===== src/rtl/vrp_pkg.sv =====
// Shared types, widths and helpers for the vertex rotate and project pipeline.
// No dependencies; every other file refers to this package by scoped names.
package vrp_pkg;

  localparam int COORD_W   = 16;  // input vertex coordinate, signed Q8.8
  localparam int TRIG_W    = 16;  // cosine or sine, signed Q1.14
  localparam int TRIG_FRAC = 14;
  localparam int ROT_W     = 24;  // rotated coordinate, Q8.8 with growth
  localparam int PROD_W    = ROT_W + TRIG_W;
  localparam int SHIFT_W   = 11;
  localparam int VDIST_W   = 10;
  localparam int HALF_W    = 12;
  localparam int CFG_W     = 32;
  localparam int POS_W     = 26;  // translated coordinate and depth
  localparam int SCALE_W   = POS_W + HALF_W + 1;
  localparam int SUM_W     = SCALE_W + 1;
  localparam int NUM_W     = SUM_W + 1;
  localparam int DEN_W     = POS_W - 1;
  localparam int Q_W       = 16;
  localparam int SCR_W     = 16;

  localparam logic signed [SCR_W-1:0] SCR_MAX = 16'sh7FFF;
  localparam logic signed [SCR_W-1:0] SCR_MIN = 16'sh8000;

  // Configuration register indexes
  typedef enum logic [2:0] {
    REG_ROT_X   = 3'd0,
    REG_ROT_Y   = 3'd1,
    REG_ROT_Z   = 3'd2,
    REG_SHIFT_X = 3'd3,
    REG_SHIFT_Y = 3'd4,
    REG_SHIFT_Z = 3'd5,
    REG_VDIST   = 3'd6,
    REG_CENTER  = 3'd7
  } cfg_reg_t;

  // One lane of the restoring divider
  typedef struct packed {
    logic [NUM_W-1:0] rem;
    logic [Q_W-1:0]   q;
    logic             neg;
    logic             ovf;
  } div_lane_t;

  // Item travelling through the divider
  typedef struct packed {
    div_lane_t        lx;
    div_lane_t        ly;
    logic [DEN_W-1:0] den;
    logic             behind;
  } div_item_t;

  // One quotient bit: subtract the shifted divisor where it fits
  function automatic div_lane_t div_step(div_lane_t l, logic [DEN_W-1:0] den,
                                         int unsigned k);
    logic [NUM_W-1:0] t;
    div_lane_t r;
    t = NUM_W'(den) << k;
    r = l;
    if (l.rem >= t) begin
      r.rem = l.rem - t;
      r.q   = l.q | (Q_W'(1) << k);
    end
    return r;
  endfunction

  // Clamp a magnitude quotient with its sign to the screen range
  function automatic logic [SCR_W-1:0] sat_screen(div_lane_t l);
    logic [SCR_W-1:0] r;
    if (l.neg) begin
      if (l.ovf || (l.q > Q_W'(32768))) r = SCR_MIN;
      else r = SCR_W'(-$signed({1'b0, l.q}));
    end else begin
      if (l.ovf || (l.q > Q_W'(32767))) r = SCR_MAX;
      else r = l.q;
    end
    return r;
  endfunction

endpackage


===== src/rtl/vrp_rotate.sv =====
// One axis rotation stage: a' = a*c - b*s, b' = b*c + a*s, rounded to Q8.8.
// Depends on vrp_pkg; the third coordinate passes through alongside.
module vrp_rotate (
  input  logic                              clk,
  input  logic                              rst,
  input  logic                              in_valid,
  output logic                              in_ready,
  input  logic signed [vrp_pkg::ROT_W-1:0]  a_in,
  input  logic signed [vrp_pkg::ROT_W-1:0]  b_in,
  input  logic signed [vrp_pkg::ROT_W-1:0]  c_in,
  input  logic [vrp_pkg::CFG_W-1:0]         trig,
  output logic                              out_valid,
  input  logic                              out_ready,
  output logic signed [vrp_pkg::ROT_W-1:0]  a_out,
  output logic signed [vrp_pkg::ROT_W-1:0]  b_out,
  output logic signed [vrp_pkg::ROT_W-1:0]  c_out
);

  localparam logic signed [vrp_pkg::PROD_W:0] HALF =
    (vrp_pkg::PROD_W+1)'(1) << (vrp_pkg::TRIG_FRAC - 1);

  logic signed [vrp_pkg::TRIG_W-1:0] cs;
  logic signed [vrp_pkg::TRIG_W-1:0] sn;
  logic signed [vrp_pkg::PROD_W-1:0] ac, bs, bc, as_;
  logic signed [vrp_pkg::PROD_W:0]   sa, sb, ra, rb;

  // Multiply, sum and round in one stage
  always_comb begin
    cs  = $signed(trig[31:16]);
    sn  = $signed(trig[15:0]);
    ac  = a_in * cs;
    bs  = b_in * sn;
    bc  = b_in * cs;
    as_ = a_in * sn;
    sa  = (vrp_pkg::PROD_W+1)'(ac) - (vrp_pkg::PROD_W+1)'(bs);
    sb  = (vrp_pkg::PROD_W+1)'(bc) + (vrp_pkg::PROD_W+1)'(as_);
    ra  = (sa + HALF) >>> vrp_pkg::TRIG_FRAC;
    rb  = (sb + HALF) >>> vrp_pkg::TRIG_FRAC;
  end

  assign in_ready = !out_valid || out_ready;

  // Advance valid
  always_ff @(posedge clk) begin
    if (rst) begin
      out_valid <= 1'b0;
    end else if (in_ready) begin
      out_valid <= in_valid;
    end
  end

  // Load payload on each transaction
  always_ff @(posedge clk) begin
    if (in_valid && in_ready) begin
      a_out <= ra[vrp_pkg::ROT_W-1:0];
      b_out <= rb[vrp_pkg::ROT_W-1:0];
      c_out <= c_in;
    end
  end

endmodule


===== config.mk =====
export PLATFORM = sky130hd
export DESIGN_NAME = vrp_rotate
export DESIGN_NICKNAME = d
export VERILOG_FILES = /design/src/rtl/vrp_pkg.sv /design/src/rtl/vrp_rotate.sv
export SDC_FILE = /design/constraint.sdc
export NUM_CORES = 2
export LEC_CHECK = 0
export ABC_AREA = 1
export BUFFER_PORTS_ARGS = -buffer_cell sky130_fd_sc_hd__buf_4
export CORE_MARGIN = 5
export CORE_UTILIZATION = 35
export DETAILED_ROUTE_END_ITERATION = 7
export SYNTH_ARGS = -nofsm -noshare
export SYNTH_HDL_FRONTEND = slang
export SYNTH_SLANG_ARGS = --single-unit

===== constraint.sdc =====
create_clock -name clk -period 10 [get_ports clk]
set_input_delay 1 -clock clk [delete_from_list [all_inputs] [get_ports clk]]
set_output_delay 1 -clock clk [all_outputs]
set_load 0.005 [all_outputs]

[Word level (Yosys, flattened, before mapping)]
Cells that the tools add are included.
Cells by class
  add/subtract/negate cells: 4
  $mul: 4
  reduce and logical (&&, ||, !) cells: 3
Operator list (count)
  24-bit by 16-bit multiplier with 38-bit output: 4
  38-bit by 15-bit adder with 38-bit output, second input constant: 2
  38-bit adder: 1
  38-bit subtractor: 1
  1-bit logical AND: 1
  1-bit zero test: 1
  1-bit logical OR: 1
Storage, ports and cells
  bits in registers: 73
  bits of input ports: 108
  output and inout port bits: 74
  logic and storage cells: 15

[Depth between registers and ports, before layout]
  depth after elaboration: 3
  gate-level depth with buffers: 33

[Worst setup path after synthesis]
No wires, ideal clock.
  path type: input-to-reg
  start: input port trig[4] (netlist name)
  end: register b_out[22] (netlist name) (data pin)
  setup time: 0.259 ns
  arrival time: 7.236 ns
  required time: 9.741 ns
  setup slack: 2.505 ns
  stages on the path: 24
  path through: clkbuf_1 > buf_1 > nand2_1 > fa_1 > inv_1 > fa_1 > inv_1 > fa_1 > fa_1 > fa_1 > inv_1 > fa_1 > inv_1 > fa_1 > fa_1 > inv_1 > ha_1 > inv_1 > nor3_1 > nand2_1 > nor3_1 > nand3_1 > nand3_1 > xor2_1
Between the ends
  word-level cells in the longest chain between the ends: 3
Ends and longest elaborated chain
  start, declared: RTL line vrp_rotate.sv:11  | input logic [vrp_pkg::CFG_W-1:0] trig,
  24-bit by 16-bit multiplier with 38-bit output: RTL line vrp_rotate.sv:34  | as_ = a_in * sn;
  38-bit adder: RTL line vrp_rotate.sv:36  | sb = (vrp_pkg::PROD_W+1)'(bc) + (vrp_pkg::PROD_W+1)'(as_);
  38-bit by 15-bit adder with 38-bit output: RTL line vrp_rotate.sv:38  | rb = (sb + HALF) >>> vrp_pkg::TRIG_FRAC;
  net rb, one bit: RTL line vrp_rotate.sv:25  | logic signed [vrp_pkg::PROD_W:0] sa, sb, ra, rb;
  end signal, assigned: RTL line vrp_rotate.sv:56  | b_out <= rb[vrp_pkg::ROT_W-1:0];
  end, declared: RTL line vrp_rotate.sv:15  | output logic signed [vrp_pkg::ROT_W-1:0] b_out,
The timed path passes the listed nets, and every way through them passes these cells.
A chain may end at the register's enable or synchronous reset.

[Worst setup path in the final report]
  start: input port trig[1] (netlist name)
  end: register b_out[22] (netlist name) (data pin)
Same word-level chain as after synthesis.

==> metrics.md <==
| Metric | Value |
|---|---|
| Share of cells above drive strength 1 | 0.0340 |
| Crit path max fanout | 48 |
| Status | finished clean |
| Clock Skews | 0.0386 ns |
| Top post-synthesis cells by area | fa_1, inv_1, nand2_1 |
| Area Growth Syn to Fin | 5.87% |
| CP cell instances | buf_4 -> nand2_1 -> inv_1 -> fa_1 -> fa_1 -> inv_1 -> fa_1 -> fa_1 -> fa_1 -> inv_1 -> fa_1 -> inv_1 -> fa_1 -> fa_1 -> inv_1 -> ha_1 -> inv_1 -> nor3_1 -> nand2_1 -> nor3_1 -> nand3_1 -> nand3_1 -> xor2_1 |
| Slew @ Worst Pin | 1.29 ns |
| Dpl cells | roughly 9000 |
| Vias per inst | between 4 and 5 |
| Hold Fails Final Rpt | 0 |
| Worst Hold Class | reg2reg |
| Global placer's final weighted congestion | 0.910 |
| Synth Cell Area | between 50000 and 60000 µm² |
| Setup Buffers After CTS | 0 |
| Yosys cell types | 38 |
| Die W | 417 µm |
| Tmin final | 8.21 ns |
| PortBufs | 181 |
| Hpwl dp | 133000 µm |
| Drt wl/cell | 18.4 µm |
| Row count | 149 |
| First-pass GRT wire length | 272000 µm |
| Crit Path Class | in2reg |
| CP dominant cell by count | fa_1 |
| GRT overflow | 0 |
| Post-CTS Hold Fix Bufs | 0 |
| Fmax | roughly 120 MHz |
| FF+latch area | around 2200 µm² |
| Final count of pins violating max slew | 0 |
| Clk slew on worst S/H paths | 0.06 ns |
| Initial Util | 0.352 |
| Non-filler cells, final | 9267 |
| Final Cycle Share | 0.821 |
| DRC | 0 |
| Post-synth top area cell | fa_1 |
| Element type at the critical path end | register |
| # setup viols final | 0 |
| CTS tree | done |
| Initial antenna violation count | 12 |
| Area share of the largest cell type after synthesis | 0.540 |
| Worst skew pair latency | 0.42 ns |
| Yosys warns | 0 |
| #FFs+latches synth | 73 |
| Post_cts resized | 0 |
| Die Height | 417 µm |
| CP required | between 10 and 15 ns |
| Ports | around 180 |
| Total track usage | 0.203 |
| Routed WL | 171000 µm |
| Final layout net count | 9070 |
| Synth Flop Type | edfxtp_1 |
| RSZ-0062 raised after global routing | false |
| Commonest non-fill, non-tap cell in the layout | inv_1 |
| Commonest cells after routing, fill and taps aside | inv_1, nand2_1, fa_1 |
| Area of the multi-input gates | around 45000 µm² |
| Max-Cap Viols | 0 |
| Post-Syn Area per Cell | slightly above 8 µm² |
| Iter 0 DRT Violations | 2953 |
| Layout fillers | approximately 17000 |
| H-Tree Depth | 3 |
| Hold WS | ~0.55 ns |
| Gate Count Post-Synth | between 7000 and 8000 |
| Vias in the first global route | 47500 |
| Syn nets | 9165 |
| EDFF count, synth | 72 |
| FFs w/ async S/R, synth | 0 |
| 1st-pass router iterations | 6 |
| Full die area | around 170000 µm² |
| Seq/Total Area, Yosys | 0.0376 |
| Largest net degree at the start of global routing | 51 |
| Core Area | 165000 µm² |
| Critical Path AT | 8.34 ns |
| Worst path max stage delay | 0.91 ns |
| Inserted Clock Buffers | 9 |
| Setup crit start kind | input pin |
| CTS max path bufs | 2 |
| Final ANT Viol Nets | 0 |
| Root cell of the clock tree | clkbuf_16 |
| DR vias | 43100 |
| Slowest stage cell, crit path | fa_1 |
| Setup TNS | 0 ns |
| Relative slew margins | 0.137 |
| CTS sink count | 73 |
==> critical path, delay by kind of cell <==
family,cells,cell delay (ns)
buffers and inverters,7,1.23
adder cells (fa/ha/maj),9,4.82
AND/OR/NAND/NOR,6,1.14
XOR/XNOR,1,0.08
==> Yosys cell counts, types with 8 or more instances <==
master / n
nor2_1: 196
buf_1: 64
xor2_1: 47
xnor2_1: 11
ha_1: 333
a21o_1: 19
o21ai_0: 40
nor3_1: 15
fa_1: 1565
a21oi_1: 66
edfxtp_1: 72
nand2_1: 1812
inv_1: 2509
inv_2: 8
nand4_1: 10
clkbuf_1: 238
or2_2: 13
nand3_1: 78
a31oi_1: 11
==> layer usage <==
metal | up-vias | share of wire | GRT usage
met5 | - | 0 | 0
met4 | 0 | 0.040 | 0.0704
met3 | 235 | 0.073 | 0.0332
met2 | 1502 | 0.49 | 0.342
met1 | 22200 | 0.40 | 0.264
li1 | 19200 | - | -
==> flip-flops by register name, summed over array words and instances, names as in the netlist <==
signal     flops
a_out         24
b_out         24
c_out         24
out_valid      1
==> worst paths after layout <==
| check | slack [ns] | cells after the start | start | end |
|---|---|---|---|---|
| hold reg to reg | 0.55 | 2 | out_valid | out_valid |
| hold / removal | 0.55 | 2 | out_valid | out_valid |
| setup reg to reg | 7.58 | 2 | out_valid | b_out[1] |
| setup / recovery | 1.79 | 23 | trig[1] | b_out[22] |
==> logic make-up after synthesis <==
family | synth area share
flip-flops | 0.0376
AND/OR/NAND/NOR | 0.143
adder cells (fa/ha/maj) | 0.612
buffers and inverters | 0.183
XOR/XNOR | 0.00876
AO/OA/AOI/OAI | 0.0161
==> stage by stage <==
stage           util  cell area [µm²]  setup slack, ns
5_1_grt        0.373            61400             1.35
4_1_cts        0.372            61400             1.85
2_1_floorplan      -            58000             2.51
3_3_place_gp   0.371            61100             1.54
3_5_place_dp   0.371            61100             1.43
6_report       0.373            61400             1.79
==> final cells by class <==
cell class	count	share of cell area
Timing Repair Buffer	200	0.0244
Multi-Input combinational cell	4263	0.737
Inverter	2517	0.154
Tap cell	2189	0.0446
Clock buffer	10	0.00373
Clock inverter	5	0.000917
Sequential cell	73	0.0355
Antenna cell	10	0.000407
Power is left out: the tool's default activity adds up to more than one toggle a clock period on the data nets, which glitch-free logic cannot reach.
