File: src/rtl/vrp_pkg.sv
// Shared types, widths and helpers for the vertex rotate and project pipeline.
// No dependencies; every other file refers to this package by scoped names.
package vrp_pkg;

  localparam int COORD_W   = 16;  // input vertex coordinate, signed Q8.8
  localparam int TRIG_W    = 16;  // cosine or sine, signed Q1.14
  localparam int TRIG_FRAC = 14;
  localparam int ROT_W     = 24;  // rotated coordinate, Q8.8 with growth
  localparam int PROD_W    = ROT_W + TRIG_W;
  localparam int SHIFT_W   = 11;
  localparam int VDIST_W   = 10;
  localparam int HALF_W    = 12;
  localparam int CFG_W     = 32;
  localparam int POS_W     = 26;  // translated coordinate and depth
  localparam int SCALE_W   = POS_W + HALF_W + 1;
  localparam int SUM_W     = SCALE_W + 1;
  localparam int NUM_W     = SUM_W + 1;
  localparam int DEN_W     = POS_W - 1;
  localparam int Q_W       = 16;
  localparam int SCR_W     = 16;

  localparam logic signed [SCR_W-1:0] SCR_MAX = 16'sh7FFF;
  localparam logic signed [SCR_W-1:0] SCR_MIN = 16'sh8000;

  // Configuration register indexes
  typedef enum logic [2:0] {
    REG_ROT_X   = 3'd0,
    REG_ROT_Y   = 3'd1,
    REG_ROT_Z   = 3'd2,
    REG_SHIFT_X = 3'd3,
    REG_SHIFT_Y = 3'd4,
    REG_SHIFT_Z = 3'd5,
    REG_VDIST   = 3'd6,
    REG_CENTER  = 3'd7
  } cfg_reg_t;

  // One lane of the restoring divider
  typedef struct packed {
    logic [NUM_W-1:0] rem;
    logic [Q_W-1:0]   q;
    logic             neg;
    logic             ovf;
  } div_lane_t;

  // Item travelling through the divider
  typedef struct packed {
    div_lane_t        lx;
    div_lane_t        ly;
    logic [DEN_W-1:0] den;
    logic             behind;
  } div_item_t;

  // One quotient bit: subtract the shifted divisor where it fits
  function automatic div_lane_t div_step(div_lane_t l, logic [DEN_W-1:0] den,
                                         int unsigned k);
    logic [NUM_W-1:0] t;
    div_lane_t r;
    t = NUM_W'(den) << k;
    r = l;
    if (l.rem >= t) begin
      r.rem = l.rem - t;
      r.q   = l.q | (Q_W'(1) << k);
    end
    return r;
  endfunction

  // Clamp a magnitude quotient with its sign to the screen range
  function automatic logic [SCR_W-1:0] sat_screen(div_lane_t l);
    logic [SCR_W-1:0] r;
    if (l.neg) begin
      if (l.ovf || (l.q > Q_W'(32768))) r = SCR_MIN;
      else r = SCR_W'(-$signed({1'b0, l.q}));
    end else begin
      if (l.ovf || (l.q > Q_W'(32767))) r = SCR_MAX;
      else r = l.q;
    end
    return r;
  endfunction

endpackage

File: src/rtl/vrp_divide.sv
// Pipelined restoring divider, one quotient bit per stage for both lanes.
// Depends on vrp_pkg (div_item_t, div_step).
module vrp_divide (
  input  logic               clk,
  input  logic               rst,
  input  logic               in_valid,
  output logic               in_ready,
  input  vrp_pkg::div_item_t in_item,
  output logic               out_valid,
  input  logic               out_ready,
  output vrp_pkg::div_item_t out_item
);

  localparam int N = vrp_pkg::Q_W;

  logic               vld [N];
  logic               rdy [N];
  vrp_pkg::div_item_t stg [N];

  for (genvar i = 0; i < N; i++) begin : g_stage
    logic               src_v;
    logic               dst_r;
    vrp_pkg::div_item_t src;
    vrp_pkg::div_item_t nxt;

    if (i == 0) begin : g_first
      assign src_v = in_valid;
      assign src   = in_item;
    end else begin : g_mid
      assign src_v = vld[i-1];
      assign src   = stg[i-1];
    end

    if (i == N - 1) begin : g_last
      assign dst_r = out_ready;
    end else begin : g_inner
      assign dst_r = rdy[i+1];
    end

    // Resolve quotient bit N-1-i
    always_comb begin
      nxt    = src;
      nxt.lx = vrp_pkg::div_step(src.lx, src.den, N - 1 - i);
      nxt.ly = vrp_pkg::div_step(src.ly, src.den, N - 1 - i);
    end

    assign rdy[i] = !vld[i] || dst_r;

    always_ff @(posedge clk) begin
      if (rst) begin
        vld[i] <= 1'b0;
      end else if (rdy[i]) begin
        vld[i] <= src_v;
      end
    end

    always_ff @(posedge clk) begin
      if (src_v && rdy[i]) begin
        stg[i] <= nxt;
      end
    end
  end

  assign in_ready  = rdy[0];
  assign out_valid = vld[N-1];
  assign out_item  = stg[N-1];

endmodule

File: config.mk
export PLATFORM = sky130hd
export DESIGN_NAME = vrp_divide
export DESIGN_NICKNAME = d
export VERILOG_FILES = /design/src/rtl/vrp_pkg.sv /design/src/rtl/vrp_divide.sv
export SDC_FILE = /design/constraint.sdc
export NUM_CORES = 2
export LEC_CHECK = 0
export BUFFER_PORTS_ARGS = -buffer_cell sky130_fd_sc_hd__buf_2
export CAP_MARGIN = 40
export CORE_MARGIN = 2
export CORE_UTILIZATION = 50
export CTS_CLUSTER_SIZE = 10
export DETAILED_ROUTE_END_ITERATION = 8
export MAX_ROUTING_LAYER = met4
export PLACE_DENSITY = 0.66
export SLEW_MARGIN = 25
export SYNTH_ARGS = -nofsm -noshare
export SYNTH_HDL_FRONTEND = slang
export SYNTH_SLANG_ARGS = --single-unit
File: constraint.sdc
create_clock -name clk -period 16.16 [get_ports clk]
set_input_delay 0.808 -clock clk [delete_from_list [all_inputs] [get_ports clk]]
set_output_delay 0.808 -clock clk [all_outputs]
set_load 0.005 [all_outputs]
Word-level counts from Yosys, hierarchy flattened
Memory sizes are Yosys's and may differ from the RTL's.
Index checks and enable logic that the tools add are counted.
{ "op_classes": {"add_sub_neg": 32, "mul": 0, "n_div": 0, "order_cmp": 32, "eq_ne": 0, "n_shift": 0, "mux": 130, "n_bitwise": 16, "n_reduce_logical": 48} }
{ "op_table": {"columns": ["operator", "count"], "rows": [
  ["$mux 57", 32],
  ["$mux 1", 98],
  ["$ge 41x25->1", 2],
  ["$ge 41x26->1", 2],
  ["$ge 41x27->1", 2],
  ["$ge 41x28->1", 2],
  ["$ge 41x29->1", 2],
  ["$ge 41x30->1", 2],
  ["$ge 41x31->1", 2],
  ["$ge 41x32->1", 2],
  ["$ge 41x33->1", 2],
  ["$ge 41x34->1", 2],
  ["$ge 41x35->1", 2],
  ["$ge 41x36->1", 2],
  ["$ge 41x37->1", 2],
  ["$ge 41x38->1", 2],
  ["$ge 41x39->1", 2],
  ["$ge 41x40->1", 2],
  ["$sub 41x25->41", 2],
  ["$sub 41x26->41", 2],
  ["$sub 41x27->41", 2],
  ["$sub 41x28->41", 2],
  ["$sub 41x29->41", 2],
  ["$sub 41x30->41", 2],
  ["other kinds (14)", 84]
]} }
{ "totals": {"register_bits": 0, "latchBits": 0, "ram_bits": 2320, "rom_bits": 0, "input_bits": 148, "out_inout_bits": 146, "word_cells": 260, "n_memories": 2} }
{ "mem_list": {"columns": ["memory", "words", "word_bits", "rd", "rd_clocked_by_memory_dff", "wr", "line_no", "text"], "rows": [
  ["stg", 16, 144, 16, 0, 16, "vrp_divide.sv:18", "vrp_pkg::div_item_t stg [N];"],
  ["vld", 16, 1, 16, 0, 16, "vrp_divide.sv:16", "logic vld [N];"]
]} }

Longest topological paths before layout
{ "depth": {"ltp_word": 21, "ltp_mapped": 16, "ltp_nobuf": 14} }

Worst setup path before layout
OpenSTA, ideal clock, no wires.
{ "synth_path": {"kind": "input to register", "from": "in out_ready", "to": "mem stg[0][1008] (netlist bit), enable pin", "setup_ns": 0.870, "arrival_time_ns": 11.929, "required_time_ns": 15.290, "path_slack_ns": 3.361, "path_stages": 6, "path_buffers": 0, "cell_sequence": "nor2b_1 > and3_1 > and3_1 > nand3_1 > nor2_1 > a21boi_0"} }
{ "synth_lines": {"columns": ["item", "line_no", "text"], "rows": [
  ["from (decl)", "vrp_divide.sv:10", "input logic out_ready,"],
  ["to (decl)", "vrp_divide.sv:18", null]
]} }

==> results.md <==
- Status: completed
- Worst hold path type: in -> reg
- Count of different cell masters after synthesis: 109
- RePlAce Congestion: 1.042
- Clk sinks: 2320
- Starting density of the core: 50.28%
- Setup CP Type: reg -> out
- Asr flop ratio synth: 0%
- Most frequent cell after synthesis: edfxtp_1
- Ys Warns: 0
- Fin crit period: 4.881 ns
- Clock transition at path regs: around 0.050 ns
- First DRT Iteration DRCs: roughly 5.8k
- Synth-to-layout area growth: 11.99%
- # setup viols final: 0
- Antenna Nets Post-Route: 0
- Antenna violations before repair: 25
- Vias: 85.60k
- Slew at the pin closest to its max-slew limit: 1.006 ns
- Fin crit share: 30.20%
- CTS tree: done
- # IOs: roughly 300
- Total CTS buffers: about 300
- Synth Net Count: 11.70k
- CTS HTree Levels: 5
- RSZ-0062 raised after global routing: false
- Total gr overflow: 0
- Row cnt: 183
- Die height: 503.8 um
- Clock root buffer: clkbuf_16
- R2r worst-path depth: 12
- Pwr dens: 96.85 nW/um2
- Pre-Repair DR Iteration Count: 8
- Min-Delay Path Depth: 1
- Post-synthesis average cell area: approximately 12 um2
- Pins over their slew limit: 0
- Sequential fraction of the synthesis area: 55.78%
- All-Layer GR Usage: 30.47%
- Post-CTS Setup Inserts: 0
- Chip Width: about 500 um
- Largest net degree at the start of global routing: 127
- Top cells by area, synth: edfxtp_1 56%, ha_1 8.0%, a21oi_1 3.6%
- Hold Path Sink: stg[0][29]
- Vias in the first global route: a little under 90k
- Max-slew headroom: between 30 and 40%
- Worst Hold Launch: in_item[29]
- Layout cell share with drive strength beyond 1: 9.843%
- Worst Setup End Kind: output pin
- CTS hold repair buffers: 30
- WP buf/inv: 1
- Slowest CP cell: and3_1
- Final wirelength: 383.0 mm
- Fillers: 20.54k
- Via-per-instance ratio: slightly below 6
- Crit path DAT: 4.07 ns
- WP data required: 15.35 ns
- Total power: about 14000 uW
- Hpwl dp: 309.5 mm
- First-pass GRT wire length: 557.6 mm
- Synth Instances: approximately 11k
- Maximum vdd drop: 0.1043 mV
- Net total in the final layout: ~12k
- CP startpoint kind: register
- Count of final hold-check violations: 0
- Reg-to-reg critical path startpoint: stg[0][433]
- Post-route DRC: 0
- Max Root-Sink Buffers: 4
- Reg2reg end: stg[0][644]
- Setup total negative slack: 0 ns
- Clock Latency Late Sink: 0.97 ns
- Largest area contributor in the netlist: edfxtp_1
- Cell Area, Synth: 124900 um2
- Worst clock skew: 0.09923 ns
- #FFs+latches synth: 2320
- Die ar.: ~250000 um2
- CP max stage delay: 0.42 ns
- Post-synth EDFFs: 2320
- Worst-path cell chain: nor2b_1, and3_1, and3_1, nand2_1, nor2_1, nand4_1, nor2_1, and2_1, nand2_1, buf_2
- Core area: 248400 um2
- IO Port Bufs: around 300
- Setup slack, reg-to-reg: 11.36 ns
- Max-cap violations: 0
- Lkg Pwr: 0.05220 uW
- Ys flop type: edfxtp_1
- Crit path max fanout: 6
- Crit path max-delay family: simple AND/OR/NAND/NOR gates
- Wire per inst: 26.04 um
- CTS resizes: 0
- Top-area cell type share of the netlist area: 55.78%
- Maximum clock frequency: 204.9 MHz
- Commonest cells post-synth: 2320 x edfxtp_1, 908 x a21oi_1, 803 x nor2_1
-- per-stage QoR --
stage	std cells	cell area, um2	util (%)	setup WS (ns)	hold slack [ns]
floorplan	10717	124900	-	3.361	0.4003
global placement	14199	130600	52.59	11.23	0.4002
detailed placement	14221	130900	52.70	11.14	0.4045
CTS	14653	139400	56.12	11.22	0.0001142
global route	14704	139900	56.30	10.99	0.01174
finish	14710	139900	56.30	11.28	0.05701
-- sequential cells by signal (all words and copies together), names as in the netlist --
| signal | cells |
|---|---|
| stg | 2304 |
| vld | 16 |
-- worst max-delay path by stage --
stage,startpoint,cells past startpoint,slack (ns),endpoint
after floorplan,out_ready,6,3.36,stg[0][1008]
after global placement,stg[1][578],14,11.23,stg[1][861]
after detailed placement,out_ready,13,11.14,stg[0][31]
after CTS,stg[1][578],14,11.22,stg[1][861]
after global routing,vld[1][7],10,10.99,in_ready
final,vld[1][7],10,11.28,in_ready
-- metal layers --
metal / global-route usage [%] / vias to the layer above / routed length (um)
li1: - / 40897 / -
met1: 28.13 / 41399 / 126500
met2: 57.31 / 2423 / 209200
met3: 3.677 / 880 / 14460
met4: 22.09 / 0 / 32820
met5: - / - / 0
-- cells in the final DEF, fill, tap and decap left out, drive strengths merged, types with 68 or more instances in the layout --
cell    instances
buf           411
clkbuf        346
mux2          182
o21bai         85
or3            92
nand3         173
edfxtp       2320
nor2b         157
xnor2         506
nor2          805
nor3          228
inv           634
nand2         718
xor2          397
a21oi         910
nand2b        181
ha            800
nand4         114
o21a          141
and3           68
nor4          126
a21o          353
a31oi          68
o21ai         643
-- final cells by class --
type	instances	area, um2	area share [%]
tap	3330	4167	2.979
multi-input combinational	7541	52320	37.40
inverter	629	2361	1.688
timing repair buffer	446	3047	2.178
antenna	42	105.1	0.07514
clock buffer	343	7732	5.528
clock inverter	59	481.7	0.3444
sequential	2320	69670	49.81
-- report_power, final --
part           internal [uW]  switching [uW]
clock                   3420            2400
combinational            390             569
sequential              6700            71.5
-- logic make-up (layout without fill, tap and decap cells) --
family | Yosys count | in the layout | synth area share, %
buffers and inverters | 856 | 1477 | 2.629
multiplexers | 193 | 193 | 1.738
XOR/XNOR | 903 | 903 | 6.332
flip-flops | 2320 | 2320 | 55.78
other | 0 | 42 | 0
AND/OR/NAND/NOR | 2940 | 2940 | 11.63
AO/OA/AOI/OAI | 2673 | 2673 | 13.36
adder cells (fa/ha/maj) | 832 | 832 | 8.527
-- worst register-to-register path: stages, from the launching register on --
cell and delay (ns):
edfxtp_1 0.44, ha_1 0.25, fa_1 0.41, nor2b_1 0.13, o21ai_1 0.08, a21boi_0 0.30, o311ai_1 0.19, a31oi_1 0.67
a41oi_1 0.29, o211ai_1 0.27, or3_1 0.61, buf_4 0.47, mux2_2 0.40
(Power assumes the default switching activity.)
