$ cat src/rtl/vrp_pkg.sv
// Shared types, widths and helpers for the vertex rotate and project pipeline.
// No dependencies; every other file refers to this package by scoped names.
package vrp_pkg;

  localparam int COORD_W   = 16;  // input vertex coordinate, signed Q8.8
  localparam int TRIG_W    = 16;  // cosine or sine, signed Q1.14
  localparam int TRIG_FRAC = 14;
  localparam int ROT_W     = 24;  // rotated coordinate, Q8.8 with growth
  localparam int PROD_W    = ROT_W + TRIG_W;
  localparam int SHIFT_W   = 11;
  localparam int VDIST_W   = 10;
  localparam int HALF_W    = 12;
  localparam int CFG_W     = 32;
  localparam int POS_W     = 26;  // translated coordinate and depth
  localparam int SCALE_W   = POS_W + HALF_W + 1;
  localparam int SUM_W     = SCALE_W + 1;
  localparam int NUM_W     = SUM_W + 1;
  localparam int DEN_W     = POS_W - 1;
  localparam int Q_W       = 16;
  localparam int SCR_W     = 16;

  localparam logic signed [SCR_W-1:0] SCR_MAX = 16'sh7FFF;
  localparam logic signed [SCR_W-1:0] SCR_MIN = 16'sh8000;

  // Configuration register indexes
  typedef enum logic [2:0] {
    REG_ROT_X   = 3'd0,
    REG_ROT_Y   = 3'd1,
    REG_ROT_Z   = 3'd2,
    REG_SHIFT_X = 3'd3,
    REG_SHIFT_Y = 3'd4,
    REG_SHIFT_Z = 3'd5,
    REG_VDIST   = 3'd6,
    REG_CENTER  = 3'd7
  } cfg_reg_t;

  // One lane of the restoring divider
  typedef struct packed {
    logic [NUM_W-1:0] rem;
    logic [Q_W-1:0]   q;
    logic             neg;
    logic             ovf;
  } div_lane_t;

  // Item travelling through the divider
  typedef struct packed {
    div_lane_t        lx;
    div_lane_t        ly;
    logic [DEN_W-1:0] den;
    logic             behind;
  } div_item_t;

  // One quotient bit: subtract the shifted divisor where it fits
  function automatic div_lane_t div_step(div_lane_t l, logic [DEN_W-1:0] den,
                                         int unsigned k);
    logic [NUM_W-1:0] t;
    div_lane_t r;
    t = NUM_W'(den) << k;
    r = l;
    if (l.rem >= t) begin
      r.rem = l.rem - t;
      r.q   = l.q | (Q_W'(1) << k);
    end
    return r;
  endfunction

  // Clamp a magnitude quotient with its sign to the screen range
  function automatic logic [SCR_W-1:0] sat_screen(div_lane_t l);
    logic [SCR_W-1:0] r;
    if (l.neg) begin
      if (l.ovf || (l.q > Q_W'(32768))) r = SCR_MIN;
      else r = SCR_W'(-$signed({1'b0, l.q}));
    end else begin
      if (l.ovf || (l.q > Q_W'(32767))) r = SCR_MAX;
      else r = l.q;
    end
    return r;
  endfunction

endpackage

$ cat src/rtl/vrp_project.sv
// Translation, depth and projection numerators, then sign and magnitude set-up.
// Depends on vrp_pkg; feeds vrp_divide with a div_item_t.
module vrp_project (
  input  logic                              clk,
  input  logic                              rst,
  input  logic                              in_valid,
  output logic                              in_ready,
  input  logic signed [vrp_pkg::ROT_W-1:0]  x_in,
  input  logic signed [vrp_pkg::ROT_W-1:0]  y_in,
  input  logic signed [vrp_pkg::ROT_W-1:0]  z_in,
  input  logic [vrp_pkg::SHIFT_W-1:0]       shift_x,
  input  logic [vrp_pkg::SHIFT_W-1:0]       shift_y,
  input  logic [vrp_pkg::SHIFT_W-1:0]       shift_z,
  input  logic [vrp_pkg::VDIST_W-1:0]       view_distance,
  input  logic [vrp_pkg::HALF_W-1:0]        half_w,
  input  logic [vrp_pkg::HALF_W-1:0]        half_h,
  output logic                              out_valid,
  input  logic                              out_ready,
  output vrp_pkg::div_item_t                out_item
);

  localparam int P = vrp_pkg::POS_W;

  logic signed [P-1:0]                 x2, y2, d;
  logic signed [vrp_pkg::HALF_W:0]     hw_s, hh_s;
  logic signed [vrp_pkg::SCALE_W-1:0]  px_c, py_c, pwd_c, phd_c;

  // Stage one registers
  logic                                v1;
  logic                                rdy1;
  logic signed [vrp_pkg::SCALE_W-1:0]  px, py, pwd, phd;
  logic signed [P-1:0]                 d1;

  logic signed [vrp_pkg::SUM_W-1:0]    nx, ny;
  logic [vrp_pkg::SUM_W-1:0]           mx, my;
  logic [vrp_pkg::NUM_W-1:0]           lim;
  vrp_pkg::div_item_t                  item_c;

  // Translate, form depth and the four products
  always_comb begin
    x2 = P'(x_in) + P'($signed({shift_x, 8'b0}));
    y2 = P'(y_in) + P'($signed({shift_y, 8'b0}));
    d  = P'($signed({1'b0, view_distance, 8'b0})) + P'(z_in)
       + P'($signed({shift_z, 8'b0}));
    hw_s  = $signed({1'b0, half_w});
    hh_s  = $signed({1'b0, half_h});
    px_c  = x2 * hh_s;
    py_c  = y2 * hh_s;
    pwd_c = d * hw_s;
    phd_c = d * hh_s;
  end

  assign in_ready = !v1 || rdy1;

  always_ff @(posedge clk) begin
    if (rst) begin
      v1 <= 1'b0;
    end else if (in_ready) begin
      v1 <= in_valid;
    end
  end

  always_ff @(posedge clk) begin
    if (in_valid && in_ready) begin
      px  <= px_c;
      py  <= py_c;
      pwd <= pwd_c;
      phd <= phd_c;
      d1  <= d;
    end
  end

  // Sum numerators, split sign and magnitude, check for overflow
  always_comb begin
    nx  = vrp_pkg::SUM_W'(px) + vrp_pkg::SUM_W'(pwd);
    ny  = vrp_pkg::SUM_W'(py) + vrp_pkg::SUM_W'(phd);
    mx  = nx[vrp_pkg::SUM_W-1] ? vrp_pkg::SUM_W'(-nx) : vrp_pkg::SUM_W'(nx);
    my  = ny[vrp_pkg::SUM_W-1] ? vrp_pkg::SUM_W'(-ny) : vrp_pkg::SUM_W'(ny);
    item_c.behind = (d1 <= 0);
    item_c.den    = item_c.behind ? vrp_pkg::DEN_W'(1) : d1[vrp_pkg::DEN_W-1:0];
    lim           = vrp_pkg::NUM_W'(item_c.den) << vrp_pkg::Q_W;
    item_c.lx.rem = vrp_pkg::NUM_W'(mx);
    item_c.lx.q   = '0;
    item_c.lx.neg = nx[vrp_pkg::SUM_W-1];
    item_c.lx.ovf = (vrp_pkg::NUM_W'(mx) >= lim);
    item_c.ly.rem = vrp_pkg::NUM_W'(my);
    item_c.ly.q   = '0;
    item_c.ly.neg = ny[vrp_pkg::SUM_W-1];
    item_c.ly.ovf = (vrp_pkg::NUM_W'(my) >= lim);
  end

  assign rdy1 = !out_valid || out_ready;

  always_ff @(posedge clk) begin
    if (rst) begin
      out_valid <= 1'b0;
    end else if (rdy1) begin
      out_valid <= v1;
    end
  end

  always_ff @(posedge clk) begin
    if (v1 && rdy1) begin
      out_item <= item_c;
    end
  end

endmodule

$ cat config.mk
export PLATFORM = sky130hd
export DESIGN_NAME = vrp_project
export DESIGN_NICKNAME = d
export VERILOG_FILES = /design/src/rtl/vrp_pkg.sv /design/src/rtl/vrp_project.sv
export SDC_FILE = /design/constraint.sdc
export NUM_CORES = 2
export LEC_CHECK = 0
export ABC_AREA = 1
export BUFFER_PORTS_ARGS = -buffer_cell sky130_fd_sc_hd__buf_2
export CAP_MARGIN = 40
export CORE_MARGIN = 3
export CORE_UTILIZATION = 40
export CTS_BUF_LIST = sky130_fd_sc_hd__clkbuf_4 sky130_fd_sc_hd__clkbuf_8 sky130_fd_sc_hd__clkbuf_16
export DETAILED_ROUTE_END_ITERATION = 7
export PLACE_DENSITY = 0.61
export SLEW_MARGIN = 15
export SYNTH_ARGS = -nofsm -noshare
export SYNTH_HDL_FRONTEND = slang
export SYNTH_SLANG_ARGS = --single-unit
$ cat constraint.sdc
create_clock -name clk -period 10.1 [get_ports clk]
set_input_delay 2.02 -clock clk [delete_from_list [all_inputs] [get_ports clk]]
set_output_delay 2.02 -clock clk [all_outputs]
set_load 0.1 [all_outputs]
Word level (Yosys, flattened, before mapping)
Index checks and enable logic that the tools add are counted.
Word-level totals
  register bits after elaboration: 292
  input bits: 143
  output and inout bits: 146
  logic and storage cells: 39
Operators by class
  add/subtract/negate cells: 8
  multipliers: 4
  magnitude comparators: 3
  mux-type cells: 3
  reductions and logical operators: 6
Operators with widths (number)
  >= comparator 40 x 41 -> 1 bit: 2
  adder 38 x 39 -> 40 bit: 2
  2-to-1 mux 40 bit: 2
  negation 40 bit: 2
  multiplier 26 x 13 -> 39 bit: 2
  multiplier 25 x 13 -> 38 bit: 2
  adder 24 x 19 -> 25 bit: 2
  adder 25 x 19 -> 26 bit: 1
  <= comparator 26 x 1 -> 1 bit, second input constant: 1
  adder 19 x 24 -> 25 bit: 1
  2-to-1 mux 25 bit: 1
  logical AND 1 bit: 2
  logical NOT 1 bit: 2
  logical OR 1 bit: 2

Logic depth before layout (Yosys ltp)
  depth after elaboration: 4
  gate-level depth with buffers: 40
  gate-level depth less buffers: 39

Worst setup path after synthesis
Ideal clock, no wire load.
  kind: input to register
  from: input z_in[9] (netlist bit)
  to: register pwd[36] (netlist bit) (data pin)
  arrival time: 8.750 ns
  data required time: 9.848 ns
  setup slack: 1.098 ns
  cell stages on the path: 37
  buffers on the path: 1
  path through: inv_1 fa_1 inv_1 ha_1 fa_1 nand3_1 nand2_1 nand2_1 nand2_1 a21oi_1 o21ai_1 inv_1 o21ai_0 or2_2 nand2_2 buf_2 nor2_1 inv_1 fa_1 fa_1 inv_1 fa_1 fa_1 inv_1 fa_1 inv_1 ha_1 nand2_1 nor2_1 inv_1 o221a_2 inv_1 a21oi_1 o21ai_0 nand2_1 nand3_1 nand2_1
Between the ends
  cells in the longest elaborated chain, start to end: 3
RTL lines
  from (decl): RTL line vrp_project.sv:10  | input logic signed [vrp_pkg::ROT_W-1:0] z_in,
  adder 19 x 24 -> 25 bit: RTL line vrp_project.sv:43  | d = P'($signed({1'b0, view_distance, 8'b0})) + P'(z_in)
  adder 25 x 19 -> 26 bit: RTL line vrp_project.sv:44  | + P'($signed({shift_z, 8'b0}));
  multiplier 26 x 13 -> 39 bit: RTL line vrp_project.sv:49  | pwd_c = d * hw_s;
  via pwd_c (one bit): RTL line vrp_project.sv:26  | logic signed [vrp_pkg::SCALE_W-1:0] px_c, py_c, pwd_c, phd_c;
  to (signal assigned): RTL line vrp_project.sv:67  | pwd <= pwd_c;
  to (decl): RTL line vrp_project.sv:31  | logic signed [vrp_pkg::SCALE_W-1:0] px, py, pwd, phd;
The timed path passes the listed nets, and every way through them passes these cells.
A chain may end at the register's enable or synchronous reset.

Worst setup path after layout
  from: input z_in[9] (netlist bit)
  to: register pwd[37] (netlist bit) (data pin)
Between the ends
  cells in the longest elaborated chain, start to end: 3
RTL lines
  adder 19 x 24 -> 25 bit: RTL line vrp_project.sv:43
  adder 25 x 19 -> 26 bit: RTL line vrp_project.sv:44
  via d[25]: RTL line vrp_project.sv:24  | logic signed [P-1:0] x2, y2, d;
  multiplier 26 x 13 -> 39 bit: RTL line vrp_project.sv:49
  via pwd_c (one bit): RTL line vrp_project.sv:26
The timed path passes the listed nets, and every way through them passes these cells.

==> run summary <==
status: complete, no violations
post-route insts no fill: 10875
initial antenna violation count: 9
Vias: 54023
Final Hold Viols: 0
XOR/XNOR Fraction of Synth Area: 3.06%
drt pass-1 iters: 6
root buffer cell: clkbuf_16
Critical Path Max Stage Delay: 0.63 ns
# resized after CTS: 0
iteration-0 DRC count of the detailed router: 3948
Yosys top cell area share: 33.5%
layout cells sized above 1: 6.50%
TritonCTS Buffers: 34
largest family of logic cells by synthesized area: adder cells
IO Port Bufs: 254
global-route wire length before repair: 312000 um
area leader, netlist: fa_1
via density per instance: 4.97
I/O pin total: 289
most frequent cell after synthesis: inv_1
Post-DP HPWL: 170000 um
fin. max-slew vios: 0
clock skew: 0.0380 ns
TritonCTS clock tree: built
Simple-Gate Fraction of Synth Area: 20.8%
synthesized area: 65600 um2
CP Data Arrival Time: 9.60 ns
# Post-CTS Setup Buffers: 0
CP Capture Type: register
Synth Area per Inst: 7.74 um2
num rows: 148
final period utilization: 91.8%
setup TNS: 0 ns
Critical Path Start Type: primary input
critical path's slowest cell: fa_1
Final setup violation count: 0
Top cell by count, worst path: inv_1
register bit count reported by yosys: 292
routed length per instance: 18.3 um
synth top area cells: fa_1 34%, edfxtp_1 13%, inv_1 12%
post-synthesis sequential area ratio: 13.3%
worst skew pair latency: 0.57 ns
RSZ-0062 raised after global routing: no
Starting Density: 40.3%
clk sinks: 292
area of the core: 163000 um2
GRT Residual Overflow: 0
f_max: 108 MHz
Ys Warns: 0
clock slew at reported path FFs: 0.06 ns
number of synthesized flops with an enable pin: 290
mux cell area share after synthesis: 0%
nets: 10446
Die Ht: 411 um
CP max FO: 7
min cycle time layout: 9.27 ns
Reg2Reg Depth: 21
WHS Endpoint: out_valid
DRT antenna net count: 0
Reg-to-Reg End: out_item[85]
Placed Cells: 10812
Tot GR Track Use: 23.7%
measured slew at the worst slew-check pin: 0.862 ns
max cap viols: 0
CP Class: primary input to register
total wire length: 199000 um
Unique masters post-synth: 57
Min-Delay Path Depth: 2
reg2reg setup slack: 5.06 ns
die area: 169000 um2
Worst slew margin: 42.5%
Core Util, Final: 43.5%
H-tree level count: 2
Adder-Cell Fraction of Synth Area: 43.6%
clk buf depth: 3
vias in the first global route: 54699
GPL Wtd Cong: 0.967
Post-Syn Instances: 8475
largest net degree at the start of global routing: 82
Primary FF master, synth: edfxtp_1
Syn-to-layout area delta: 7.93%
reg2reg start: pwd[34]
worst hold path class: register to register
Compound-Gate Fraction of Synth Area: 5.21%
hold_buf cts: 0
die width: 411 um
Required @ worst endpoint: 10.43 ns
Hold Startpoint: v1
FILL cells: 16639
commonest cells in the netlist: 2136 x inv_1, 2105 x nand2_1, 1099 x fa_1
ys async rst share: 0%
drt drc: 0
worst max-delay path by stage:
stage,startpoint,end,cells after the start
global placement,z_in[9],phd[38],35
detailed placement,z_in[9],pwd[37],36
floorplan,z_in[9],pwd[36],37
global route,z_in[9],pwd[37],36
finish,z_in[9],pwd[37],36
CTS,z_in[9],pwd[37],36
kinds of logic after synthesis:
kind of cell               after synthesis
other                                    1
buffers and inverters                 2392
and+or+nand+nor                       3332
adders and majority gates             1629
AOI/OAI and AO/OA                      600
DFF                                    292
xor gates and xnor gates               229
worst max-delay path, delay by kind of cell:
| family | cells | cell delay, ns |
|---|---|---|
| AOI/OAI and AO/OA | 3 | 0.42 |
| xor gates and xnor gates | 1 | 0.07 |
| adders and majority gates | 9 | 4.28 |
| buffers and inverters | 11 | 0.88 |
| and+or+nand+nor | 12 | 1.90 |
cell type report:
type | count | area (um2) | area share [%]
repair buffers | 368 | 2270 | 3.21
multi-input cells | 5824 | 47800 | 67.5
clock inverters | 17 | 235 | 0.332
flip-flops and latches | 292 | 8750 | 12.4
inverters | 2154 | 8090 | 11.4
well taps | 2175 | 2720 | 3.84
clock buffers | 41 | 921 | 1.30
diodes | 4 | 10.0 | 0.0141
flip-flops by register name (all words and copies together) (netlist names):
name,cells
d1,26
out_item,110
out_valid,1
phd,39
pwd,39
px,38
py,38
v1,1
through the flow:
step | setup slack (ns) | instance area, um2 | hold slack [ns]
global placement | 0.313 | 69500 | 0.508
detailed placement | 0.288 | 69600 | 0.526
CTS | 0.892 | 70800 | 0.536
finish | 0.826 | 70800 | 0.545
global route | 0.328 | 70800 | 0.579
floorplan | 1.10 | 65700 | 0.445
cells in the final DEF (no fill, tap or decap), types with 20 or more instances in the layout:
| cell type | instances |
|---|---|
| a21oi_1 | 300 |
| a31oi_1 | 40 |
| buf_2 | 254 |
| buf_4 | 104 |
| clkbuf_16 | 35 |
| conb_1 | 34 |
| edfxtp_1 | 290 |
| fa_1 | 1099 |
| ha_1 | 530 |
| inv_1 | 2135 |
| nand2_1 | 2105 |
| nand2_2 | 37 |
| nand3_1 | 299 |
| nand4_1 | 56 |
| nor2_1 | 674 |
| nor3_1 | 32 |
| nor4_1 | 20 |
| o21ai_0 | 122 |
| o21bai_1 | 21 |
| or2_2 | 47 |
| xnor2_1 | 70 |
| xor2_1 | 159 |
layer usage:
layer | vias to the layer above | wire length (um) | GRT usage [%]
met3 | 250 | 16400 | 4.52
met2 | 1908 | 87800 | 37.1
met1 | 26240 | 89200 | 33.5
li1 | 25621 | - | -
met4 | 4 | 5840 | 6.27
met5 | - | 17 | 0
Power is left out: the tool's default activity adds up to more than one toggle a clock period on the data nets, which glitch-free logic cannot reach.
